## config.mk

```make
export PLATFORM = sky130hd
export DESIGN_NAME = token_mutex_node_core
export DESIGN_NICKNAME = d
export VERILOG_FILES = /design/src/hw/rtl/tmn_pkg.sv /design/src/hw/rtl/token_mutex_node_core.sv
export VERILOG_INCLUDE_DIRS = /design/src /design/src/hw/rtl
export SDC_FILE = /design/constraint.sdc
export NUM_CORES = 1
export LEC_CHECK = 0
export BUFFER_PORTS_ARGS = -buffer_cell sky130_fd_sc_hd__buf_2
export CAP_MARGIN = 30
export CORE_ASPECT_RATIO = 0.9
export CORE_MARGIN = 2
export CORE_UTILIZATION = 30
export CTS_BUF_LIST = sky130_fd_sc_hd__clkbuf_4 sky130_fd_sc_hd__clkbuf_8 sky130_fd_sc_hd__clkbuf_16
export DETAILED_ROUTE_END_ITERATION = 10
export GPL_ROUTABILITY_DRIVEN = 0
export PLACE_DENSITY = 0.42
export RECOVER_POWER = 100
export SKIP_CTS_REPAIR_TIMING = 1
export SLEW_MARGIN = 15
export SYNTH_ARGS = -nofsm -noshare
export SYNTH_HDL_FRONTEND = slang
export SYNTH_SLANG_ARGS = --single-unit
```

## constraint.sdc

```tcl
create_clock -name clk -period 9.4 [get_ports clk]
set_clock_uncertainty 0.15 [all_clocks]
set_input_delay 0.47 -clock clk [delete_from_list [all_inputs] [get_ports clk]]
set_output_delay 0.47 -clock clk [all_outputs]
set_load 0.05 [all_outputs]
```

## src/hw/rtl/token_mutex_node_core_defines.svh

```systemverilog
// assertion macros for the token mutex node
`ifndef TOKEN_MUTEX_NODE_CORE_DEFINES_SVH
`define TOKEN_MUTEX_NODE_CORE_DEFINES_SVH
`define TMN_ASSERT_IMP(lbl, clk, rstn, a, c) lbl: assert property (@(posedge clk) \
    disable iff (!rstn) (a) |-> (c)) else $error("assertion failed");
`define TMN_ASSERT_NXT(lbl, clk, rstn, a, c) lbl: assert property (@(posedge clk) \
    disable iff (!rstn) (a) |=> (c)) else $error("assertion failed");
`endif

```

## src/hw/rtl/tmn_pkg.sv

```systemverilog
// shared types and codes for the token mutex node
package tmn_pkg;
    localparam logic [2:0] MODE_LREQ = 3'd0;
    localparam logic [2:0] MODE_LREL = 3'd1;
    localparam logic [2:0] MODE_RREQ = 3'd2;
    localparam logic [2:0] MODE_THDR = 3'd3;
    localparam logic [2:0] MODE_TTBL = 3'd4;
    localparam logic [2:0] MODE_TQUE = 3'd5;
    localparam logic [2:0] KIND_REQ = 3'd0;
    localparam logic [2:0] KIND_HDR = 3'd1;
    localparam logic [2:0] KIND_TBL = 3'd2;
    localparam logic [2:0] KIND_QUE = 3'd3;
    localparam logic [2:0] KIND_GRANT = 3'd4;
    localparam logic CFG_OWN_ID = 1'b0;
    localparam logic CFG_NODE_COUNT = 1'b1;

    typedef enum logic [3:0] {
        ST_IDLE, ST_RD, ST_LREQ, ST_GRANT, ST_SCAN_RD, ST_SCAN, ST_POP,
        ST_HDR, ST_TBL_RD, ST_TBL, ST_QUE, ST_RREQ, ST_TOK, ST_OUT
    } state_t;
endpackage

```

## src/hw/rtl/token_mutex_node_core.sv

```systemverilog
// top level of one token mutex node
//  channel | dir | handshake            | payload
//  in      | in  | in_valid / in_ready  | mode node seq_value queue_len last_word
//  out     | out | out_valid / out_ready| kind dest index value last
//  cfg     | in  | cfg_valid / cfg_ready| cfg_index cfg_data
// one item at a time: remote requests, token words, local requests (with a grant
// when the token is held) and releases (which, while the token is held, scan every
// active node and may ship the token as a header, the table words and the queue words);
// the table memories have one read port each
// reset clears control state and the valid bits of both tables
// out_ready low holds the sequencer on the pending result beat
module token_mutex_node_core #(
    parameter int MAX_NODES = 8
) (
    input  logic        clk,
    input  logic        rst_n,
    input  logic        in_valid,
    output logic        in_ready,
    input  logic [2:0]  mode,
    input  logic [2:0]  node,
    input  logic [31:0] seq_value,
    input  logic [2:0]  queue_len,
    input  logic        last_word,
    output logic        out_valid,
    input  logic        out_ready,
    output logic [2:0]  kind,
    output logic [2:0]  dest,
    output logic [2:0]  index,
    output logic [31:0] value,
    output logic        last,
    input  logic        cfg_valid,
    output logic        cfg_ready,
    input  logic        cfg_index,
    input  logic [3:0]  cfg_data
);
    import tmn_pkg::*;
    `include "token_mutex_node_core_defines.svh"

    localparam int AW = (MAX_NODES > 1) ? $clog2(MAX_NODES) : 1;
    localparam int CW = $clog2(MAX_NODES + 1);

    // tables: request numbers and served numbers, one read port each
    logic [31:0] req_mem [MAX_NODES];
    logic [31:0] srv_mem [MAX_NODES];
    logic [MAX_NODES-1:0] req_vld_reg, srv_vld_reg;
    logic [AW-1:0] queue_reg [MAX_NODES];

    state_t state_reg, state_next;
    logic [2:0]  own_reg;
    logic [3:0]  ncnt_reg;
    logic [CW-1:0] wcnt_reg, wcnt_next;
    logic [CW-1:0] rx_reg;
    logic hold_reg, hold_next, insec_reg, insec_next, await_reg, await_next;
    logic [2:0]  mode_reg;
    logic [2:0]  node_reg;
    logic [31:0] seq_reg;
    logic [2:0]  qlen_reg;
    logic        lastw_reg;
    logic [CW-1:0] i_reg, i_next;
    logic [2:0]  dst_reg, dst_next;
    logic [AW-1:0] ra_req, ra_srv;
    logic [31:0] rq_raw, sv_raw, rq_d, sv_d;
    logic [AW-1:0] rq_a_reg, sv_a_reg;
    logic        we_req, we_srv;
    logic [AW-1:0] wa_req, wa_srv;
    logic [31:0] wd_req, wd_srv;
    logic        ob_v_reg, ob_v_next;
    logic [2:0]  ob_k_reg, ob_k_next, ob_d_reg, ob_d_next, ob_i_reg, ob_i_next;
    logic [31:0] ob_val_reg, ob_val_next;
    logic        ob_l_reg, ob_l_next;
    state_t      after_reg, after_next;
    logic [CW-1:0] n_act;
    logic [AW-1:0] me;
    logic        q_app, queued;
    logic [CW-1:0] qw_idx;
    logic        q_pop;
    logic        q_rx;

    assign me = AW'(own_reg);
    always_comb
    begin
        if (ncnt_reg > 4'(MAX_NODES > 15 ? 15 : MAX_NODES)
            && MAX_NODES <= 15)
            n_act = CW'(MAX_NODES);
        else if (ncnt_reg < 4'd2)
            n_act = CW'(2);
        else
            n_act = CW'(ncnt_reg);
    end

    assign cfg_ready = (state_reg == ST_IDLE);
    assign in_ready  = (state_reg == ST_IDLE) && !cfg_valid;
    assign out_valid = ob_v_reg;
    assign kind = ob_k_reg;
    assign dest = ob_d_reg;
    assign index = ob_i_reg;
    assign value = ob_val_reg;
    assign last = ob_l_reg;

    always_ff @(posedge clk)
    begin
        if (we_req) req_mem[wa_req] <= wd_req;
        if (we_srv) srv_mem[wa_srv] <= wd_srv;
        rq_raw <= req_mem[ra_req];
        sv_raw <= srv_mem[ra_srv];
        if (q_rx) queue_reg[rx_reg[AW-1:0]] <= AW'(node_reg);
        else if (q_pop)
        begin
            for (int k = 0; k < MAX_NODES - 1; k++)
                queue_reg[k] <= queue_reg[k+1];
        end
        else if (q_app) queue_reg[wcnt_reg[AW-1:0]] <= i_reg[AW-1:0];
    end

    always_ff @(posedge clk or negedge rst_n)
    begin
        if (!rst_n)
        begin
            rq_a_reg <= '0;
            sv_a_reg <= '0;
        end
        else
        begin
            rq_a_reg <= ra_req;
            sv_a_reg <= ra_srv;
        end
    end
    assign rq_d = req_vld_reg[rq_a_reg] ? rq_raw : 32'd0;
    assign sv_d = srv_vld_reg[sv_a_reg] ? sv_raw : 32'd0;

    always_comb
    begin
        queued = 1'b0;
        for (int j = 0; j < MAX_NODES; j++)
            if (CW'(j) < wcnt_reg && queue_reg[j] == i_reg[AW-1:0]) queued = 1'b1;
    end

    always_ff @(posedge clk or negedge rst_n)
    begin
        if (!rst_n)
        begin
            state_reg <= ST_IDLE;
            own_reg <= '0;
            ncnt_reg <= 4'd8;
            wcnt_reg <= '0;
            rx_reg <= '0;
            hold_reg <= 1'b1;
            insec_reg <= 1'b0;
            await_reg <= 1'b0;
            req_vld_reg <= '0;
            srv_vld_reg <= '0;
            i_reg <= '0;
            dst_reg <= '0;
            ob_v_reg <= 1'b0;
            after_reg <= ST_IDLE;
        end
        else
        begin
            state_reg <= state_next;
            wcnt_reg <= wcnt_next;
            if (cfg_valid && cfg_ready && cfg_index == CFG_OWN_ID)
                hold_reg <= (cfg_data[2:0] == 3'd0);
            else
                hold_reg <= hold_next;
            insec_reg <= insec_next;
            await_reg <= await_next;
            i_reg <= i_next;
            dst_reg <= dst_next;
            ob_v_reg <= ob_v_next;
            after_reg <= after_next;
            if (we_req) req_vld_reg[wa_req] <= 1'b1;
            if (we_srv) srv_vld_reg[wa_srv] <= 1'b1;
            if (state_reg == ST_TOK && mode_reg == MODE_THDR) rx_reg <= '0;
            else if (q_rx) rx_reg <= rx_reg + CW'(1);
            if (cfg_valid && cfg_ready)
            begin
                unique case (cfg_index)
                    CFG_OWN_ID: own_reg <= cfg_data[2:0];
                    CFG_NODE_COUNT: ncnt_reg <= cfg_data;
                    default: ;
                endcase
            end
        end
    end

    always_ff @(posedge clk)
    begin
        if (in_valid && in_ready)
        begin
            mode_reg <= mode;
            node_reg <= node;
            seq_reg <= seq_value;
            qlen_reg <= queue_len;
            lastw_reg <= last_word;
        end
        ob_k_reg <= ob_k_next;
        ob_d_reg <= ob_d_next;
        ob_i_reg <= ob_i_next;
        ob_val_reg <= ob_val_next;
        ob_l_reg <= ob_l_next;
    end

    always_comb
    begin
        state_next = state_reg;
        wcnt_next = wcnt_reg;
        hold_next = hold_reg;
        insec_next = insec_reg;
        await_next = await_reg;
        i_next = i_reg;
        dst_next = dst_reg;
        after_next = after_reg;
        ob_v_next = ob_v_reg && !out_ready;
        ob_k_next = ob_k_reg;
        ob_d_next = ob_d_reg;
        ob_i_next = ob_i_reg;
        ob_val_next = ob_val_reg;
        ob_l_next = ob_l_reg;
        ra_req = me;
        ra_srv = me;
        we_req = 1'b0;
        we_srv = 1'b0;
        wa_req = me;
        wa_srv = me;
        wd_req = rq_d + 32'd1;
        wd_srv = rq_d;
        q_app = 1'b0;
        q_pop = 1'b0;
        q_rx = 1'b0;
        qw_idx = '0;
        unique case (state_reg)
            ST_IDLE:
            begin
                if (in_valid && in_ready)
                begin
                    state_next = ST_RD;
                    ra_req = (mode == MODE_RREQ) ? AW'(node) : me;
                    ra_srv = (mode == MODE_RREQ) ? AW'(node) : me;
                    ra_req = (mode == MODE_RREQ) ? ra_req : me;
                end
            end
            ST_RD:
            begin
                ra_req = (mode_reg == MODE_RREQ) ? AW'(node_reg) : me;
                ra_srv = ra_req;
                unique case (mode_reg) inside
                    MODE_LREQ:
                    begin
                        if (!ob_v_reg || out_ready)
                        begin
                            we_req = 1'b1;
                            wd_req = rq_d + 32'd1;
                            await_next = 1'b1;
                            ob_v_next = 1'b1;
                            ob_k_next = KIND_REQ;
                            ob_d_next = 3'd0;
                            ob_i_next = own_reg;
                            ob_val_next = rq_d + 32'd1;
                            ob_l_next = !hold_reg;
                            state_next = ST_OUT;
                            after_next = hold_reg ? ST_GRANT : ST_IDLE;
                        end
                    end
                    MODE_LREL:
                    begin
                        insec_next = 1'b0;
                        if (!hold_reg) state_next = ST_IDLE;
                        else
                        begin
                            we_srv = 1'b1;
                            wd_srv = rq_d;
                            i_next = '0;
                            state_next = ST_SCAN_RD;
                        end
                    end
                    MODE_RREQ:
                    begin
                        state_next = ST_IDLE;
                        if (node_reg != own_reg && CW'(node_reg) < n_act
                            && {1'b0, node_reg} < 4'(MAX_NODES > 8 ? 8 : MAX_NODES))
                        begin
                            we_req = seq_reg > rq_d;
                            wa_req = AW'(node_reg);
                            wd_req = seq_reg;
                            if (!await_reg && hold_reg && !insec_reg &&
                                (sv_d + 32'd1) == ((seq_reg > rq_d) ? seq_reg : rq_d))
                            begin
                                dst_next = node_reg;
                                state_next = ST_HDR;
                            end
                        end
                    end
                    MODE_THDR, MODE_TTBL, MODE_TQUE: state_next = ST_TOK;
                    default: state_next = ST_IDLE;
                endcase
            end
            ST_TOK:
            begin
                state_next = ST_IDLE;
                case (mode_reg)
                    MODE_THDR:
                        wcnt_next = (CW'(qlen_reg) > CW'(MAX_NODES)) ? CW'(MAX_NODES)
                                                                     : CW'(qlen_reg);
                    MODE_TTBL:
                    begin
                        we_srv = 1'b1;
                        wa_srv = AW'(node_reg);
                        wd_srv = seq_reg;
                    end
                    default:
                        q_rx = rx_reg < CW'(MAX_NODES);
                endcase
                if (lastw_reg)
                begin
                    hold_next = 1'b1;
                    if (await_reg) state_next = ST_GRANT;
                end
            end
            ST_GRANT:
            begin
                ra_req = me;
                if (!ob_v_reg || out_ready) state_next = ST_RREQ;
            end
            ST_RREQ:
            begin
                // grant beat using freshly read own number
                insec_next = 1'b1;
                await_next = 1'b0;
                ob_v_next = 1'b1;
                ob_k_next = KIND_GRANT;
                ob_d_next = own_reg;
                ob_i_next = own_reg;
                ob_val_next = rq_d;
                ob_l_next = 1'b1;
                state_next = ST_OUT;
                after_next = ST_IDLE;
            end
            ST_SCAN_RD:
            begin
                ra_req = i_reg[AW-1:0];
                ra_srv = i_reg[AW-1:0];
                state_next = ST_SCAN;
            end
            ST_SCAN:
            begin
                if (rq_d == sv_d + 32'd1 && !queued && wcnt_reg < CW'(MAX_NODES))
                begin
                    q_app = 1'b1;
                    wcnt_next = wcnt_reg + CW'(1);
                end
                if (i_reg + CW'(1) >= n_act) state_next = ST_POP;
                else
                begin
                    i_next = i_reg + CW'(1);
                    state_next = ST_SCAN_RD;
                end
            end
            ST_POP:
            begin
                if (wcnt_reg == '0) state_next = ST_IDLE;
                else
                begin
                    dst_next = 3'(queue_reg[0]);
                    q_pop = 1'b1;
                    wcnt_next = wcnt_reg - CW'(1);
                    state_next = ST_HDR;
                end
            end
            ST_HDR:
            begin
                if (!ob_v_reg || out_ready)
                begin
                    ob_v_next = 1'b1;
                    ob_k_next = KIND_HDR;
                    ob_d_next = dst_reg;
                    ob_i_next = 3'd0;
                    ob_val_next = 32'(wcnt_reg);
                    ob_l_next = 1'b0;
                    hold_next = 1'b0;
                    i_next = '0;
                    state_next = ST_TBL_RD;
                end
            end
            ST_TBL_RD:
            begin
                ra_srv = i_reg[AW-1:0];
                state_next = ST_TBL;
            end
            ST_TBL:
            begin
                ra_srv = i_reg[AW-1:0];
                if (!ob_v_reg || out_ready)
                begin
                    ob_v_next = 1'b1;
                    ob_k_next = KIND_TBL;
                    ob_d_next = dst_reg;
                    ob_i_next = 3'(i_reg);
                    ob_val_next = sv_d;
                    ob_l_next = (i_reg + CW'(1) >= n_act) && wcnt_reg == '0;
                    i_next = i_reg + CW'(1);
                    if (i_reg + CW'(1) >= n_act)
                    begin
                        i_next = '0;
                        state_next = (wcnt_reg == '0) ? ST_IDLE : ST_QUE;
                    end
                    else state_next = ST_TBL_RD;
                end
            end
            ST_QUE:
            begin
                qw_idx = i_reg;
                if (!ob_v_reg || out_ready)
                begin
                    ob_v_next = 1'b1;
                    ob_k_next = KIND_QUE;
                    ob_d_next = dst_reg;
                    ob_i_next = 3'(queue_reg[qw_idx[AW-1:0]]);
                    ob_val_next = 32'd0;
                    ob_l_next = (i_reg + CW'(1) >= wcnt_reg);
                    i_next = i_reg + CW'(1);
                    if (i_reg + CW'(1) >= wcnt_reg) state_next = ST_IDLE;
                end
            end
            ST_OUT:
            begin
                if (!ob_v_reg || out_ready) state_next = after_reg;
            end
            default: state_next = ST_IDLE;
        endcase
    end

    `TMN_ASSERT_NXT(a_out_hold, clk, rst_n, out_valid && !out_ready, $stable(value) && $stable(kind))
    `TMN_ASSERT_NXT(a_ob_stall, clk, rst_n, out_valid && !out_ready, out_valid)
    `TMN_ASSERT_IMP(a_wcnt_max, clk, rst_n, 1'b1, wcnt_reg <= CW'(MAX_NODES))
    `TMN_ASSERT_IMP(a_no_in_busy, clk, rst_n, state_reg != ST_IDLE, !in_ready)
endmodule

```

==> impl_metrics.csv <==
group,metric,value,unit
floorplanning,die_area,117000,µm²
sta,hold_viol_final,0,
floorplanning,die_w,360,µm
setup_path,start_kind,"flop",
routing,drt_first_pass_iters,8,
floorplanning,die_y,324,µm
floorplanning,coreArea,113000,µm²
final_layout,fill_cells,11200,
global_routing,grt_pass1_wl,164,mm
run_status,outcome,"complete, but fails checks",
power,total_power,14.4,mW
global_routing,grt.total_usage,18.9,%
floorplanning,io_pins,97,
setup_path,timing.rr.end,"req_mem[4][27]$_DFFE_PP_",
clock_network,cts_tree,"yes",
global_routing,grt_max_degree,74,
clock_network,cts_inserted_buffers,82,
global_routing,grt_pass1_vias,24400,
flow_run,drv_cap,22,
sta,rsz0062_at_grt,"no",
sta,finalSetupTns,0,ns
routing,avgRoutedWirePerCell,23.3,µm
routing,drt-total-wl,113,mm
yosys,syn-cell-area,34200,µm²
power,pwr_density_cell,364,nW/µm²
sta,maxSlewHeadroom,-134,%
final_layout,largest_registers,"req_mem x256, srv_mem x256",
yosys,synth_ff_type,"edfxtp_1",
yosys,synth-async-reset-ratio,7.19,%
setup_path,criticalPathCategory,"reg2reg",
sta,finalSetupViolCount,0,
sta,drv_slew,826,
hold_path,whs_endpoint,"ncnt_reg[2]$_DFFE_PN0P_",
final_layout,area_growth,15.9,%
routing,drtIter0Drc,2130,
sta,timing.fmax,126,MHz
yosys,synth-seq-area-share,62.1,%
final_layout,drive_above_1_share,8.63,%
yosys,yosys_register_bits,737,
setup_path,r2r_setup_slack,1.47,ns
setup_path,endpoint_kind,"flop",
clock_network,cts_sinks,737,
run_status,violations,"capacitance limit, slew limit",
placed_design,port_buffers,96,
setup_path,critPathLaunch,"rq_a_reg[0]$_DFF_PN0_",
clock_network,path_clk_slew,0.06,ns
global_routing,grt.overflow.total,0,
setup_path,r2r-start,"rq_a_reg[0]$_DFF_PN0_",
sta,period_share,84.3,%
power,total_leakage_power,14.2,nW
hold_path,hold_depth,3,
yosys,yosysWarnings,0,
yosys,synth_fp_nets,3260,
setup_path,cp_max_fo,50,
routing,drc_errors,0,
routing,drt.antenna.violating_nets,0,
sta,finalCriticalPeriod,7.93,ns
power,max-vdd-ir-drop,251,µV
hold_path,hp-start,"cfg_index",
yosys,synth-edff-count,620,
floorplanning,start_util,30.2,%
clock_network,clockBufferDepth,3,
placed_design,hpwlAfterDp,73.9,mm
clock_network,root_buffer,"clkbuf_16",
floorplanning,rows,117,
routing,vias_per_cell,5.23,
yosys,synth_cells,3159,
yosys,syn_area_per_cell,10.8,µm²
setup_path,cp.arrival,8.07,ns
final_layout,nets,3381,
routing,num_vias,25300,
setup_path,worstRegToRegCells,16,
clock_network,worstSkewPairLatency,0.68,ns
setup_path,worst_ep_required_time,9.55,ns
global_routing,antenna_found_initial,3,
yosys,synth_cell_types,86,
hold_path,hold_path.class,"in2reg",
clock_network,htreeDepth,3,
sta,worst_pin_slew,3.52,ns
## cell usage after synthesis (7+ instances only)
library cell / n / area share, %
a2111oi_0: 7 / 0.18
a21o_1: 8 / 0.18
a21oi_1: 125 / 1.8
a221oi_1: 11 / 0.28
a22o_1: 7 / 0.18
a2bb2oi_1: 10 / 0.26
a31oi_1: 8 / 0.15
a32oi_1: 11 / 0.28
and2_1: 24 / 0.44
and3_1: 12 / 0.22
and4_1: 12 / 0.31
buf_1: 14 / 0.15
buf_2: 16 / 0.23
clkbuf_1: 162 / 1.8
dfrtp_1: 51 / 3.7
dfxtp_1: 64 / 3.7
edfxtp_1: 620 / 54
ha_1: 49 / 1.8
inv_1: 55 / 0.60
mux2_2: 17 / 0.56
mux2i_1: 19 / 0.56
mux4_2: 8 / 0.53
nand2_1: 745 / 8.2
nand2b_1: 15 / 0.27
nand3_1: 378 / 5.5
nand4_1: 25 / 0.46
nor2_1: 122 / 1.3
nor2b_1: 19 / 0.35
nor3_1: 41 / 0.60
nor4_1: 13 / 0.24
o21a_1: 20 / 0.44
o21ai_0: 164 / 2.4
o221ai_1: 17 / 0.44
o22ai_1: 17 / 0.31
o31ai_1: 10 / 0.22
o32ai_1: 8 / 0.20
or2_2: 19 / 0.35
or4_1: 8 / 0.18
xnor2_1: 80 / 2.0
xor2_1: 45 / 1.2
## worst max path at each step
stage,slack [ns],cells past startpoint,endpoint
6_report,1.47,16,req_mem[4][27]$_DFFE_PP_
5_1_grt,1.05,17,req_mem[4][27]$_DFFE_PP_
4_1_cts,2.51,17,req_mem[4][20]$_DFFE_PP_
3_5_place_dp,2.52,17,req_mem[4][28]$_DFFE_PP_
3_3_place_gp,2.66,17,req_mem[4][28]$_DFFE_PP_
2_1_floorplan,3.29,20,req_mem[7][0]$_DFFE_PP_
## report_power, final
part	leakage (nW)	total (mW)	internal (mW)	switching, mW
logic	5.84	6.28	1.81	4.47
registers	6.94	4.86	4.34	0.519
clock network	1.40	3.27	1.94	1.34
## stage by stage
stage / std cells / setup slack (ns) / area (µm²) / hold WS, ns / util (%)
6_report: 4837 / 1.47 / 39600 / 0.160 / 35.0
5_1_grt: 4836 / 1.05 / 39600 / 0.128 / 35.0
4_1_cts: 4768 / 2.51 / 39300 / -0.243 / 34.7
3_5_place_dp: 4615 / 2.52 / 36500 / 0.302 / 32.3
3_3_place_gp: 4599 / 2.66 / 36400 / 0.293 / 32.1
2_1_floorplan: 3159 / 3.29 / 34200 / 0.0244 / -
## cell families after synthesis
| kind of cell | synth area share [%] |
|---|---|
| simple gates | 19.3 |
| flops | 62.1 |
| compound gates | 8.82 |
| buf+inv | 2.92 |
| xor+xnor | 3.20 |
| fa+ha+maj | 1.79 |
| mux | 1.88 |
## layer usage
| layer | wire, µm | vias to the layer above | track usage, % |
|---|---|---|---|
| met3 | 7110 | 179 | 4.03 |
| met5 | 24 | - | 0 |
| met1 | 50800 | 12600 | 25.6 |
| met4 | 3510 | 4 | 6.39 |
| met2 | 51500 | 870 | 29.8 |
| li1 | - | 11600 | - |
## placed cells by master, fill, tap and decap left out, types with 14 or more instances in the layout
cell type / synthesis / routed
nand2_1: 745 / 748
nand2b_1: 15 / 15
o221ai_1: 17 / 17
o21ai_0: 164 / 164
nand3_1: 378 / 378
o22ai_1: 17 / 17
clkbuf_4: 0 / 18
clkinv_2: 0 / 17
inv_1: 55 / 52
edfxtp_1: 620 / 620
a21oi_1: 125 / 126
nor3_1: 41 / 41
mux2i_1: 19 / 19
nor2_1: 122 / 115
and2_0: 6 / 21
or2_2: 19 / 18
clkbuf_1: 162 / 124
xor2_1: 45 / 45
dfrtp_1: 51 / 51
mux2_2: 17 / 15
ha_1: 49 / 49
o21a_1: 20 / 20
xnor2_1: 80 / 80
buf_4: 1 / 30
nor2b_1: 19 / 14
nand4_1: 25 / 25
clkbuf_16: 0 / 83
clkinv_1: 3 / 14
dfxtp_1: 64 / 64
dlygate4sd3_1: 0 / 48
buf_2: 16 / 26
## layout make-up
cell class	instances	area, µm²	area share (%)
Multi-Input combinational cell	2168	12100	30.6
Tap cell	1487	1860	4.69
Inverter	58	221	0.559
Timing Repair Buffer	233	1390	3.51
Clock buffer	108	2310	5.82
Sequential cell	737	21200	53.5
Antenna cell	1	2.50	0.00631
Clock inverter	45	492	1.24
## critical path, stage by stage (launching register included)
cell and delay [ns]:
dfrtp_1 0.39, mux4_1 0.34, mux2_1 1.23, nand2_1 0.63, ha_1 0.52, nand4_1 0.21
or3_1 0.41, a21oi_1 0.41, o31ai_1 0.15, buf_4 0.21, a21o_1 0.42, nor2_1 0.57
a21oi_1 0.08, nor4_1 0.53, nand2_1 0.35, nor2_4 0.40, buf_4 0.51
(Power assumes the default switching activity.)
